File: config.mk
export PLATFORM = sky130hd
export DESIGN_NAME = intel_hex_record_loader
export DESIGN_NICKNAME = d
export VERILOG_FILES = /design/src/sv/ihex_pkg.sv /design/src/sv/ihex_front.sv /design/src/sv/ihex_queue.sv /design/src/sv/ihex_back.sv /design/src/sv/intel_hex_record_loader.sv
export SDC_FILE = /design/constraint.sdc
export NUM_CORES = 1
export LEC_CHECK = 0
export BUFFER_PORTS_ARGS = -buffer_cell sky130_fd_sc_hd__buf_2
export CAP_MARGIN = 25
export CORE_ASPECT_RATIO = 1.75
export CORE_MARGIN = 8
export CORE_UTILIZATION = 54
export DETAILED_ROUTE_END_ITERATION = 10
export GPL_ROUTABILITY_DRIVEN = 0
export MAX_ROUTING_LAYER = met4
export PLACE_DENSITY = 0.77
export SYNTH_ARGS = -nofsm -noshare
export SYNTH_HDL_FRONTEND = slang
export SYNTH_SLANG_ARGS = --single-unit
File: constraint.sdc
create_clock -name clk -period 4.5 [get_ports clk]
set_clock_uncertainty 0.1 [all_clocks]
set_input_delay 1.125 -clock clk [delete_from_list [all_inputs] [get_ports clk]]
set_output_delay 1.125 -clock clk [all_outputs]
set_load 0.005 [all_outputs]
File: src/sv/ihex_pkg.sv
// Shared types, codes and character helpers for the hex record loader.
package ihex_pkg;

  localparam int AddrWidth = 32;
  localparam logic [7:0] CharColon = 8'h3A;

  typedef enum logic [3:0] {
    PH_WAIT,
    PH_LEN,
    PH_ADDR,
    PH_TYPE,
    PH_DATA,
    PH_EXT,
    PH_START,
    PH_CHK,
    PH_DONE,
    PH_ERR
  } phase_t;

  typedef enum logic [2:0] {
    ST_OK        = 3'd0,
    ST_NO_COLON  = 3'd1,
    ST_BAD_HEX   = 3'd2,
    ST_BAD_LEN   = 3'd3,
    ST_BAD_TYPE  = 3'd4,
    ST_CHECKSUM  = 3'd5
  } status_t;

  typedef enum logic [7:0] {
    RT_DATA      = 8'd0,
    RT_EOF       = 8'd1,
    RT_EXT_SEG   = 8'd2,
    RT_START_SEG = 8'd3,
    RT_EXT_LIN   = 8'd4,
    RT_START_LIN = 8'd5
  } rec_type_t;

  typedef enum logic [2:0] {
    TK_NONE,
    TK_ADDR,
    TK_DATA,
    TK_EXT_SEG,
    TK_EXT_LIN
  } tok_kind_t;

  // One classified character as handed from the parser to the executor.
  typedef struct packed {
    tok_kind_t   kind;
    logic [15:0] value;
    status_t     status;
    logic        done;
  } tok_t;

  // {valid, nibble}
  function automatic logic [4:0] hex_decode(input logic [7:0] c);
    logic [4:0] r;
    r = 5'd0;
    if (c >= 8'h30 && c <= 8'h39) begin
      r = {1'b1, c[3:0]};
    end else if ((c >= 8'h41 && c <= 8'h46) || (c >= 8'h61 && c <= 8'h66)) begin
      r = {1'b1, c[3:0] + 4'd9};
    end
    return r;
  endfunction

  function automatic logic is_space(input logic [7:0] c);
    return (c == 8'h20) || (c >= 8'h09 && c <= 8'h0D);
  endfunction

  function automatic logic [3:0] field_nibbles(input phase_t ph);
    logic [3:0] n;
    unique case (ph)
      PH_ADDR, PH_EXT: n = 4'd4;
      PH_START:        n = 4'd8;
      default:         n = 4'd2;
    endcase
    return n;
  endfunction

endpackage

File: src/sv/ihex_front.sv
// Record parser: takes characters, tracks fields and checksum, emits tokens.
module ihex_front (
  input  logic           clk,
  input  logic           rst,
  input  logic           accept,
  input  logic [7:0]     char_in,
  input  logic           end_of_file,
  output ihex_pkg::tok_t tok
);
  import ihex_pkg::*;

  phase_t      phase, phase_next;
  status_t     stat, stat_next;
  logic [3:0]  nibble_count, nibble_count_next;
  logic [15:0] acc, acc_next;
  logic [7:0]  record_length, record_length_next;
  logic [7:0]  record_type, record_type_next;
  logic [7:0]  byte_counter, byte_counter_next;
  logic [7:0]  checksum, checksum_next;

  logic [4:0]  hex;
  logic        hex_ok;
  logic [3:0]  nib_inc;
  logic [15:0] acc_shift;
  logic [7:0]  sum_inc;
  logic [7:0]  bcnt_inc;
  logic        field_done;
  logic        running;

  assign hex        = hex_decode(char_in);
  assign hex_ok     = hex[4];
  assign nib_inc    = nibble_count + 4'd1;
  assign acc_shift  = {acc[11:0], hex[3:0]};
  // add a byte to the checksum on its second nibble
  assign sum_inc    = nibble_count[0] ? checksum + acc_shift[7:0] : checksum;
  assign bcnt_inc   = byte_counter + 8'd1;
  assign field_done = nib_inc >= field_nibbles(phase);
  assign running    = (phase != PH_DONE) && (phase != PH_ERR);

  // next phase and status
  always_comb begin
    phase_next = phase;
    stat_next  = stat;
    if (!running) begin
      phase_next = phase;
    end else if (end_of_file) begin
      if (phase == PH_WAIT) begin
        phase_next = PH_DONE;
      end else begin
        phase_next = PH_ERR;
        stat_next  = ST_BAD_HEX;
      end
    end else if (phase == PH_WAIT) begin
      if (char_in == CharColon) begin
        phase_next = PH_LEN;
      end else if (!is_space(char_in)) begin
        phase_next = PH_ERR;
        stat_next  = ST_NO_COLON;
      end
    end else if (!hex_ok) begin
      phase_next = PH_ERR;
      stat_next  = ST_BAD_HEX;
    end else if (field_done) begin
      unique case (phase)
        PH_LEN:  phase_next = PH_ADDR;
        PH_ADDR: phase_next = PH_TYPE;
        PH_TYPE: begin
          priority case (acc_shift[7:0])
            RT_DATA: phase_next = (record_length == 8'd0) ? PH_CHK : PH_DATA;
            RT_EOF:  phase_next = PH_DONE;
            RT_EXT_SEG, RT_EXT_LIN: begin
              if (record_length != 8'd2) begin
                phase_next = PH_ERR;
                stat_next  = ST_BAD_LEN;
              end else begin
                phase_next = PH_EXT;
              end
            end
            RT_START_SEG, RT_START_LIN: begin
              if (record_length != 8'd4) begin
                phase_next = PH_ERR;
                stat_next  = ST_BAD_LEN;
              end else begin
                phase_next = PH_START;
              end
            end
            default: begin
              phase_next = PH_ERR;
              stat_next  = ST_BAD_TYPE;
            end
          endcase
        end
        PH_DATA:  phase_next = (bcnt_inc == record_length) ? PH_CHK : PH_DATA;
        PH_EXT:   phase_next = PH_CHK;
        PH_START: phase_next = PH_CHK;
        PH_CHK: begin
          if (sum_inc != 8'd0) begin
            phase_next = PH_ERR;
            stat_next  = ST_CHECKSUM;
          end else begin
            phase_next = PH_WAIT;
          end
        end
        default: phase_next = phase;
      endcase
    end
  end

  // field datapath and token
  always_comb begin
    nibble_count_next  = nibble_count;
    acc_next           = acc;
    checksum_next      = checksum;
    record_length_next = record_length;
    record_type_next   = record_type;
    byte_counter_next  = byte_counter;
    tok.kind           = TK_NONE;
    tok.value          = acc_shift;
    tok.status         = stat_next;
    tok.done           = (phase_next == PH_DONE);
    if (running && !end_of_file) begin
      if (phase == PH_WAIT) begin
        if (char_in == CharColon) begin
          nibble_count_next = 4'd0;
          acc_next          = 16'd0;
          checksum_next     = 8'd0;
        end
      end else if (hex_ok) begin
        acc_next          = acc_shift;
        nibble_count_next = nib_inc;
        checksum_next     = sum_inc;
        if (field_done) begin
          nibble_count_next = 4'd0;
          acc_next          = 16'd0;
          unique case (phase)
            PH_LEN:  record_length_next = acc_shift[7:0];
            PH_ADDR: tok.kind = TK_ADDR;
            PH_TYPE: begin
              record_type_next  = acc_shift[7:0];
              byte_counter_next = 8'd0;
            end
            PH_DATA: begin
              tok.kind          = TK_DATA;
              byte_counter_next = bcnt_inc;
            end
            PH_EXT:  tok.kind = (record_type == RT_EXT_SEG) ? TK_EXT_SEG : TK_EXT_LIN;
            default: tok.kind = TK_NONE;
          endcase
        end
      end
    end
  end

  always_ff @(posedge clk) begin
    if (rst) begin
      phase         <= PH_WAIT;
      stat          <= ST_OK;
      nibble_count  <= 4'd0;
      acc           <= 16'd0;
      checksum      <= 8'd0;
      record_length <= 8'd0;
      record_type   <= 8'd0;
      byte_counter  <= 8'd0;
    end else if (accept) begin
      phase         <= phase_next;
      stat          <= stat_next;
      nibble_count  <= nibble_count_next;
      acc           <= acc_next;
      checksum      <= checksum_next;
      record_length <= record_length_next;
      record_type   <= record_type_next;
      byte_counter  <= byte_counter_next;
    end
  end

endmodule

File: src/sv/ihex_queue.sv
// Two-entry token queue between parser and executor.
module ihex_queue (
  input  logic           clk,
  input  logic           rst,
  input  logic           push,
  input  ihex_pkg::tok_t push_tok,
  input  logic           pop,
  output ihex_pkg::tok_t head,
  output logic           full,
  output logic           empty
);
  import ihex_pkg::*;

  tok_t       slots [2];
  logic       wr_ptr, rd_ptr;
  logic [1:0] count;

  assign full  = (count == 2'd2);
  assign empty = (count == 2'd0);
  assign head  = slots[rd_ptr];

  always_ff @(posedge clk) begin
    if (push) begin
      slots[wr_ptr] <= push_tok;
    end
  end

  always_ff @(posedge clk) begin
    if (rst) begin
      wr_ptr <= 1'b0;
      rd_ptr <= 1'b0;
      count  <= 2'd0;
    end else begin
      if (push) begin
        wr_ptr <= ~wr_ptr;
      end
      if (pop) begin
        rd_ptr <= ~rd_ptr;
      end
      unique case ({push, pop})
        2'b10:   count <= count + 2'd1;
        2'b01:   count <= count - 2'd1;
        default: count <= count;
      endcase
    end
  end

endmodule

File: src/sv/ihex_back.sv
// Executor: forms addresses, issues writes, tracks extremes, holds the result word.
module ihex_back (
  input  logic           clk,
  input  logic           rst,
  input  logic           tok_valid,
  input  ihex_pkg::tok_t tok,
  output logic           pop,
  input  logic [31:0]    load_offset,
  output logic           out_valid,
  input  logic           out_ready,
  output logic           write_valid,
  output logic [31:0]    write_addr,
  output logic [7:0]     write_data,
  output logic [2:0]     status,
  output logic           done_res,
  output logic [31:0]    lowest_addr,
  output logic [31:0]    highest_addr,
  output logic [31:0]    image_size,
  output logic [31:0]    ignored_bytes
);
  import ihex_pkg::*;

  logic [AddrWidth-1:0] cur, min_seen, max_seen, ignored_count;
  logic [19:0]          segment_base;
  logic [15:0]          linear_base;
  logic                 any_data;
  logic [AddrWidth:0]   diff;
  logic                 below;
  logic [AddrWidth-1:0] addr_full;
  logic                 is_data;
  logic                 hit;

  assign pop       = tok_valid && (!out_valid || out_ready);
  assign diff      = {1'b0, cur} - {1'b0, load_offset};
  assign below     = diff[AddrWidth];
  assign addr_full = {linear_base, tok.value} + {12'd0, segment_base};
  assign is_data   = (tok.kind == TK_DATA);
  assign hit       = is_data && !below;

  always_ff @(posedge clk) begin
    if (rst) begin
      out_valid     <= 1'b0;
      cur           <= '0;
      segment_base  <= 20'd0;
      linear_base   <= 16'd0;
      min_seen      <= '1;
      max_seen      <= '0;
      ignored_count <= '0;
      any_data      <= 1'b0;
    end else begin
      if (pop) begin
        out_valid <= 1'b1;
      end else if (out_ready) begin
        out_valid <= 1'b0;
      end
      if (pop) begin
        unique case (tok.kind)
          TK_ADDR: cur <= addr_full;
          TK_EXT_SEG: begin
            segment_base <= {tok.value, 4'd0};
            linear_base  <= 16'd0;
          end
          TK_EXT_LIN: begin
            linear_base  <= tok.value;
            segment_base <= 20'd0;
          end
          TK_DATA: begin
            if (below && (ignored_count != '1)) begin
              ignored_count <= ignored_count + 32'd1;
            end
            if (cur > max_seen) begin
              max_seen <= cur;
            end
            if (cur < min_seen) begin
              min_seen <= cur;
            end
            any_data <= 1'b1;
            cur      <= cur + 32'd1;
          end
          default: cur <= cur;
        endcase
      end
    end
  end

  // result word payload
  always_ff @(posedge clk) begin
    if (pop) begin
      write_valid <= hit;
      write_addr  <= hit ? diff[AddrWidth-1:0] : '0;
      write_data  <= hit ? tok.value[7:0] : 8'd0;
      status      <= tok.status;
      done_res    <= tok.done;
    end
  end

  assign lowest_addr   = min_seen;
  assign highest_addr  = max_seen;
  assign ignored_bytes = ignored_count;
  assign image_size    = any_data ? (max_seen - min_seen + 32'd1) : '0;

endmodule

File: src/sv/intel_hex_record_loader.sv
// Top level of the hex record loader: parser, token queue and executor.
//
//   channel   signals                                  direction
//   input     in_valid/in_ready, char_in, end_of_file  in
//   result    out_valid/out_ready, write_*, status,    out
//             done_res, *_addr, image_size, ignored_bytes
//   config    cfg_we, cfg_data (load_offset)           in
//
// One character is accepted per cycle while in_ready is high; its token is
// held in the queue and loaded into the result word once no word waits ahead
// of it and the result side does not stall.
// Reset clears all parse and tracking state; load_offset resets to zero.
// A stalled result side fills the queue, then in_ready drops until a word
// leaves it; the cycle in which that word leaves still refuses input.
module intel_hex_record_loader (
  input  logic        clk,
  input  logic        rst,
  input  logic        in_valid,
  output logic        in_ready,
  input  logic [7:0]  char_in,
  input  logic        end_of_file,
  input  logic        cfg_we,
  input  logic [31:0] cfg_data,
  output logic        out_valid,
  input  logic        out_ready,
  output logic        write_valid,
  output logic [31:0] write_addr,
  output logic [7:0]  write_data,
  output logic [2:0]  status,
  output logic        done_res,
  output logic [31:0] lowest_addr,
  output logic [31:0] highest_addr,
  output logic [31:0] image_size,
  output logic [31:0] ignored_bytes
);
  import ihex_pkg::*;

  logic [31:0] load_offset;
  logic        accept;
  tok_t        front_tok;
  tok_t        head_tok;
  logic        q_full, q_empty;
  logic        pop;

  assign in_ready = !q_full;
  assign accept   = in_valid && in_ready;

  always_ff @(posedge clk) begin
    if (rst) begin
      load_offset <= 32'd0;
    end else if (cfg_we) begin
      load_offset <= cfg_data;
    end
  end

  ihex_front u_front (
    .clk         (clk),
    .rst         (rst),
    .accept      (accept),
    .char_in     (char_in),
    .end_of_file (end_of_file),
    .tok         (front_tok)
  );

  ihex_queue u_queue (
    .clk      (clk),
    .rst      (rst),
    .push     (accept),
    .push_tok (front_tok),
    .pop      (pop),
    .head     (head_tok),
    .full     (q_full),
    .empty    (q_empty)
  );

  ihex_back u_back (
    .clk           (clk),
    .rst           (rst),
    .tok_valid     (!q_empty),
    .tok           (head_tok),
    .pop           (pop),
    .load_offset   (load_offset),
    .out_valid     (out_valid),
    .out_ready     (out_ready),
    .write_valid   (write_valid),
    .write_addr    (write_addr),
    .write_data    (write_data),
    .status        (status),
    .done_res      (done_res),
    .lowest_addr   (lowest_addr),
    .highest_addr  (highest_addr),
    .image_size    (image_size),
    .ignored_bytes (ignored_bytes)
  );

  // a write word is only ever issued while parsing runs cleanly
  a_write_ok : assert property (@(posedge clk) disable iff (rst)
    (out_valid && write_valid) |-> (status == ST_OK && !done_res))
    else $error("write issued after stop");

  // finished and failed never show together
  a_done_err : assert property (@(posedge clk) disable iff (rst)
    (out_valid && done_res) |-> (status == ST_OK))
    else $error("done with error status");

  // the queue only pops tokens it holds
  a_pop_held : assert property (@(posedge clk) disable iff (rst)
    pop |-> !q_empty)
    else $error("pop from empty queue");

endmodule
==> metrics.yaml, run 1 <==
run_status:
  status: "complete, but fails checks"
  violations: "negative setup slack"
timing:
  maxSlewHeadroom: 0.312
  rsz0062_at_grt: "true"
  worstMarginPinSlew_ns: 1.03
  finalCritPeriodShare: 1.06
  slew_violations: 0
  worst_slack_ns: -0.283
  min_period_ns: 4.78
  fin_hold_ws_ns: 0.357
  finalHoldViolations: 0
  setup_viol: 13
  fmax_mhz: 209
global_routing:
  grt_pass1_vias: 20600
  grt_use_total: 0.284
  grt_pass1_wl_um: 105000
  grt_overflow_total: 0
  grt_max_degree: 104
  grt_antenna_before_repair: 0
clocking:
  cts_tree: "yes"
  clockRootBuffer: "clkbuf_16"
  cts_made_buffers: 34
  clk_pin_slew_worst_paths_ns: 0.06
  h-tree-depth: 2
  clk_path_buf_depth: 3
  hold_buffers: 0
  clock-sinks: 345
  clkLatencyLatePin_ns: 0.54
synth:
  syn_nets: 2712
  ys_top_cells_by_count: "nor2_1, dfxtp_1, ha_1"
  syn_inst: 2471
  ys_seq_area_frac: 0.365
  synth_cell_types: 98
  syn_avg_cell_area_sq_um: 8.66
  synth.largest_area_cell: "dfxtp_1"
  synth-seq-cells: 345
  synth_top_area_share: 0.238
  synthArstFlopShare: 0
  syn_area_sq_um: 21400
  synthTopCellsByArea: "dfxtp_1, edfxtp_1, ha_1"
  synth_edf_count: 91
  yosysMostFrequentCell: "nor2_1"
  yosys_warnings: 0
  synth-main-ff-cell: "dfxtp_1"
layout:
  final_cells: 3265
  fill_cells: 3094
  utilization: 0.654
  drive_gt1_frac: 0.210
  nets: 2991
  diodes: 0
  syn_to_final_growth_pct: 19.8
routing:
  post_drt_wl_per_cell_um: 21.0
  num_vias: 20500
  wirelength_um: 68500
  drc: 0
  drt_iter0_drc: 1490
  vias_per_cell: 6.29
  drtPass1Iterations: 6
  drt.antenna.violating_nets: 0
setup_path:
  worstPathMaxFanout: 3
  arrival_ns: 3.56
  worstSetupPathType: "reg2out"
  cp-end-kind: "primary output"
  worst_setup_path_start_kind: "flip-flop"
  cp.required_ns: 3.27
floorplan:
  dieArea_sq_um: 46500
  fp-row-count: 96
  coreArea_sq_um: 39200
  die_y_um: 279
  die_x_um: 166
  ios: 221
  start_util: 0.546
flow_run:
  maxCapViolCount: 0
placed_design:
  post-place-ws_ns: -0.409
  io_buffers: 220
  dpl.cell_count: 3181
  dp_hpwl_um: 49600
power:
  power_w: 0.0113
  powerDensity_nw_per_um2: 443
  vdd_drop_max_mv: 0.632
  power.leakage_nw: 11.4
worst_hold_path:
  holdCritPathClass: "reg2reg"
## per-layer routing
metal / wire length [um] / track usage
met1: 22800 / 0.255
met2: 35700 / 0.523
met3: 3380 / 0.0400
met4: 6620 / 0.241
met5: 0 / -
## cells in the final DEF (no fill, tap or decap), types with 16 or more instances in the layout
master / netlist / routed
mux2_2: 21 / 21
ha_1: 191 / 162
a211oi_1: 22 / 19
ha_4: 0 / 26
clkbuf_16: 0 / 34
nand3_1: 94 / 93
nor2b_1: 24 / 23
mux2i_1: 85 / 85
o21a_1: 22 / 21
or4_1: 18 / 18
o211ai_1: 23 / 23
nand2b_1: 21 / 21
inv_1: 152 / 140
nand2_1: 177 / 176
nand4_1: 27 / 27
xnor2_1: 55 / 55
a22oi_1: 39 / 38
or2_2: 17 / 16
buf_2: 11 / 219
dfxtp_1: 254 / 241
a21oi_1: 171 / 159
and3_1: 39 / 39
o21ai_0: 126 / 119
edfxtp_1: 91 / 91
nor4_1: 20 / 19
buf_4: 1 / 126
nor3_1: 60 / 58
xor2_1: 29 / 28
nor2_1: 276 / 270
nor3b_1: 21 / 21
a21o_1: 55 / 55
## layout make-up
class	count	area, sq um	area share
multi-input cells	1861	13200	0.517
flip-flops and latches	345	7830	0.306
repair buffers	354	2180	0.0852
clock buffers	41	907	0.0354
well taps	490	613	0.0239
inverters	154	582	0.0227
clock inverters	20	264	0.0103
## where the power goes
group | switching [W] | internal, W | total [W]
Sequential | 0.000348 | 0.00367 | 0.00402
Clock | 0.00129 | 0.00175 | 0.00304
Combinational | 0.00267 | 0.00162 | 0.00429
## through the flow
step / setup TNS [ns] / area (sq um)
after floorplan: 0 / 21400
after global placement: -1.23 / 23600
after detailed placement: -4.25 / 23600
after CTS: -1.44 / 25200
after global routing: -3.41 / 25600
final: -1.62 / 25600
## logic make-up after synthesis
family          count (synthesis)  share of synthesized area
compound gates                610                      0.187
xor+xnor                       84                     0.0344
fa+ha+maj                     195                      0.115
buf+inv                       265                     0.0473
flops                         345                      0.365
mux                           108                     0.0524
simple gates                  864                      0.199
## repair_timing
item | 4_1_cts | 5_1_grt
gates resized for setup | 64 | 57
setup buffers | 11 | 10
pin swaps | 37 | 28
setup endpoints to repair | 18 | 22
## registers in the layout, summed over array words and instances, names as in the netlist, 2 cells and up, named ones only
register / count
u_front.record_type: 8
u_back.write_addr: 32
u_front.checksum: 8
u_front.byte_counter: 8
u_back.lowest_addr: 32
u_back.status: 3
u_back.write_data: 8
u_queue.slots: 46
u_front.phase: 4
u_front.acc: 12
u_back.linear_base: 16
u_queue.count: 2
u_front.nibble_count: 4
u_front.stat: 3
u_back.cur: 32
u_back.highest_addr: 32
u_back.ignored_bytes: 32
u_back.segment_base: 16
load_offset: 32
u_front.record_length: 8
## worst paths after layout
path / from / end / slack, ns / cells after the start
min: u_front.record_type[7]$_SDFFE_PP0P_ / u_front.record_type[7]$_SDFFE_PP0P_ / 0.36 / 2
max reg2reg: u_front.phase[0]$_SDFFE_PP0P_ / u_queue.slots[0][0]$_DFFE_PP_ / 0.53 / 15
min reg2reg: u_front.record_type[7]$_SDFFE_PP0P_ / u_front.record_type[7]$_SDFFE_PP0P_ / 0.36 / 2
max: u_back.highest_addr[1]$_SDFFE_PP0P_ / image_size[21] / -0.28 / 16
## critical path, stage by stage (launching register included)
cell       delay [ns]
dfxtp_2          0.33
inv_2            0.05
ha_4             0.25
inv_2            0.04
ha_4             0.16
fa_2             0.38
a211oi_2         0.24
o21ai_2          0.16
a2111oi_4        0.33
nor2_2           0.12
buf_6            0.15
a21oi_2          0.11
o21bai_1         0.09
a21oi_1          0.14
nor2b_1          0.06
o311a_1          0.27
buf_2            0.13
No activity file was read; power rests on OpenSTA's default activity.
==> run 2: changes to the inputs <==
--- a/config.mk
+++ b/config.mk
@@ -14,6 +14,7 @@
 export GPL_ROUTABILITY_DRIVEN = 0
 export MAX_ROUTING_LAYER = met4
 export PLACE_DENSITY = 0.77
+export REMOVE_ABC_BUFFERS = 1
 export SYNTH_ARGS = -nofsm -noshare
 export SYNTH_HDL_FRONTEND = slang
 export SYNTH_SLANG_ARGS = --single-unit
==> metrics.yaml, run 2 (synthesized netlist as in run 1, its figures left out) <==
layout:
  largest_register_ffs: 46  # unchanged
  final_cell_mix: "nor2_1, dfxtp_1, buf_2, nand2_1, ha_1"
  drive_gt1_frac: 0.215  # +0.00445
  final_cells: 3282  # +0.52%
  mostFrequentLayoutCell: "nor2_1"
  nets: 3008  # +0.57%
  syn_to_final_growth_pct: 20.6
  regMostFlops: "u_queue.slots"
  diodes: 0  # unchanged
power:
  vdd_drop_max_mv: 0.328  # -48%
  power.leakage_nw: 11.4  # +0.74%
  power_w: 0.0114  # +0.31%
  powerDensity_nw_per_um2: 441  # -0.42%
floorplan:
  dieArea_sq_um: 46500  # unchanged
  start_util: 0.546  # unchanged
  die_x_um: 166  # unchanged
  coreArea_sq_um: 39200  # unchanged
  fp-row-count: 96  # unchanged
  ios: 221  # unchanged
  die_y_um: 279  # unchanged
setup_path:
  worst_setup_path_start_kind: "flip-flop"
  worstPathMaxFanout: 4  # +1
  worstSetupPathType: "reg2out"
  arrival_ns: 3.61  # +0.05 ns
  cp-end-kind: "primary output"
  cp.required_ns: 3.27  # about the same
timing:
  slew_violations: 0  # unchanged
  worst_slack_ns: -0.335  # -0.0512 ns
  fmax_mhz: 207  # -1.1%
  worstMarginPinSlew_ns: 1.03  # +0.00358 ns
  rsz0062_at_grt: "true"
  finalHoldViolations: 0  # unchanged
  maxSlewHeadroom: 0.310  # -0.00239
  min_period_ns: 4.83  # +0.0512 ns
  finalCritPeriodShare: 1.07  # +0.0114
  setup_viol: 17  # +4
routing:
  num_vias: 20700  # +0.82%
  wirelength_um: 70400  # +2.9%
  vias_per_cell: 6.31  # +0.30%
  drt.antenna.violating_nets: 0  # unchanged
  post_drt_wl_per_cell_um: 21.5  # +2.3%
  drc: 0  # unchanged
  drtPass1Iterations: 8  # +2
  drt_iter0_drc: 1743  # +17%
clocking:
  clkLatencyLatePin_ns: 0.53  # about the same
  h-tree-depth: 2  # unchanged
  cts_made_buffers: 34  # unchanged
  clk_path_buf_depth: 3  # unchanged
  clk_pin_slew_worst_paths_ns: 0.07  # about the same
  cts_tree: "yes"
  clockRootBuffer: "clkbuf_16"
  hold_buffers: 0  # unchanged
  clock-sinks: 345  # unchanged
global_routing:
  grt_pass1_wl_um: 107000  # +1.7%
  grt_antenna_before_repair: 0  # unchanged
  grt_use_total: 0.291  # +0.00676
  grt_max_degree: 122  # +17%
  grt_pass1_vias: 20700  # +0.46%
  grt_overflow_total: 0  # unchanged
worst_hold_path:
  holdCritPathClass: "reg2reg"
flow_run:
  maxCapViolCount: 0  # unchanged
placed_design:
  io_buffers: 220  # unchanged
  dp_hpwl_um: 50000  # +0.78%
  dpl.cell_count: 3194  # +0.41%
run_status:
  violations: "negative setup slack"
  status: "complete, but fails checks"
run 2: changes by cell type in the layout (fill, tap and decap cells not counted), sizes merged:
cell      previous run  this run
clkinv              12         6
clkinvlp             3         1
buf                354       371
bufinv               5         4
clkbuf              41        49
inv                154       155
run 2: final timing paths:
kind,from,end,slack (ns),depth (start not counted)
min,u_front.record_type[1]$_SDFFE_PP0P_,u_front.record_type[1]$_SDFFE_PP0P_,0.35,2
max reg2reg,u_back.cur[1]$_SDFFE_PP0P_,u_back.write_addr[28]$_SDFFCE_PN0P_,0.59,12
max,u_back.highest_addr[1]$_SDFFE_PP0P_,image_size[21],-0.33,15
min reg2reg,u_front.record_type[1]$_SDFFE_PP0P_,u_front.record_type[1]$_SDFFE_PP0P_,0.35,2
run 2: critical path, stage by stage (launching register included):
cell and delay (ns):
dfxtp_2 0.35, inv_2 0.06, ha_4 0.25, inv_2 0.04
ha_4 0.16, fa_2 0.42, a211oi_2 0.23, o21ai_2 0.15
a2111oi_4 0.44, nor2_4 0.12, a21oi_2 0.13, o21bai_1 0.08
a21oi_1 0.16, nor2b_1 0.07, o311a_1 0.28, buf_2 0.13
run 2: cell type report:
| type | count | area, sq um |
|---|---|---|
| flip-flops and latches | 345 | 7840 |
| fillers | 3091 | 13300 |
| well taps | 490 | 613 |
| clock buffers | 49 | 978 |
| clock inverters | 12 | 173 |
| inverters | 154 | 578 |
| multi-input cells | 1861 | 13300 |
| repair buffers | 371 | 2360 |
run 2: timing repair:
item / 4_1_cts / 5_1_grt
setup endpoints to repair: 21 / 29
buffers inserted: 11 / 14
gates cloned: 0 / 0
gates resized for setup: 74 / 69
pin swaps: 36 / 37
run 2: power breakdown:
part	internal (W)	switching, W
clock network	0.00175	0.00124
logic	0.00166	0.00268
registers	0.00367	0.000376
run 2: routing by layer:
layer,track usage,vias to the layer above,share of wire
li1,-,9550,-
met1,0.266,9770,0.33
met2,0.532,1001,0.52
met3,0.0437,393,0.057
met4,0.238,0,0.096
met5,-,-,0
run 2: stage by stage:
step	util	area [sq um]	TNS (ns)	hold slack, ns	worst slack (ns)
finish	0.659	25800	-2.92	0.354	-0.335
global route	0.659	25800	-4.83	0.386	-0.483
CTS	0.648	25400	-1.19	0.354	-0.227
detailed placement	0.606	23700	-6.03	0.344	-0.543
global placement	0.605	23700	-3.71	0.335	-0.375
floorplan	-	21000	-48.09	0.326	-1.47
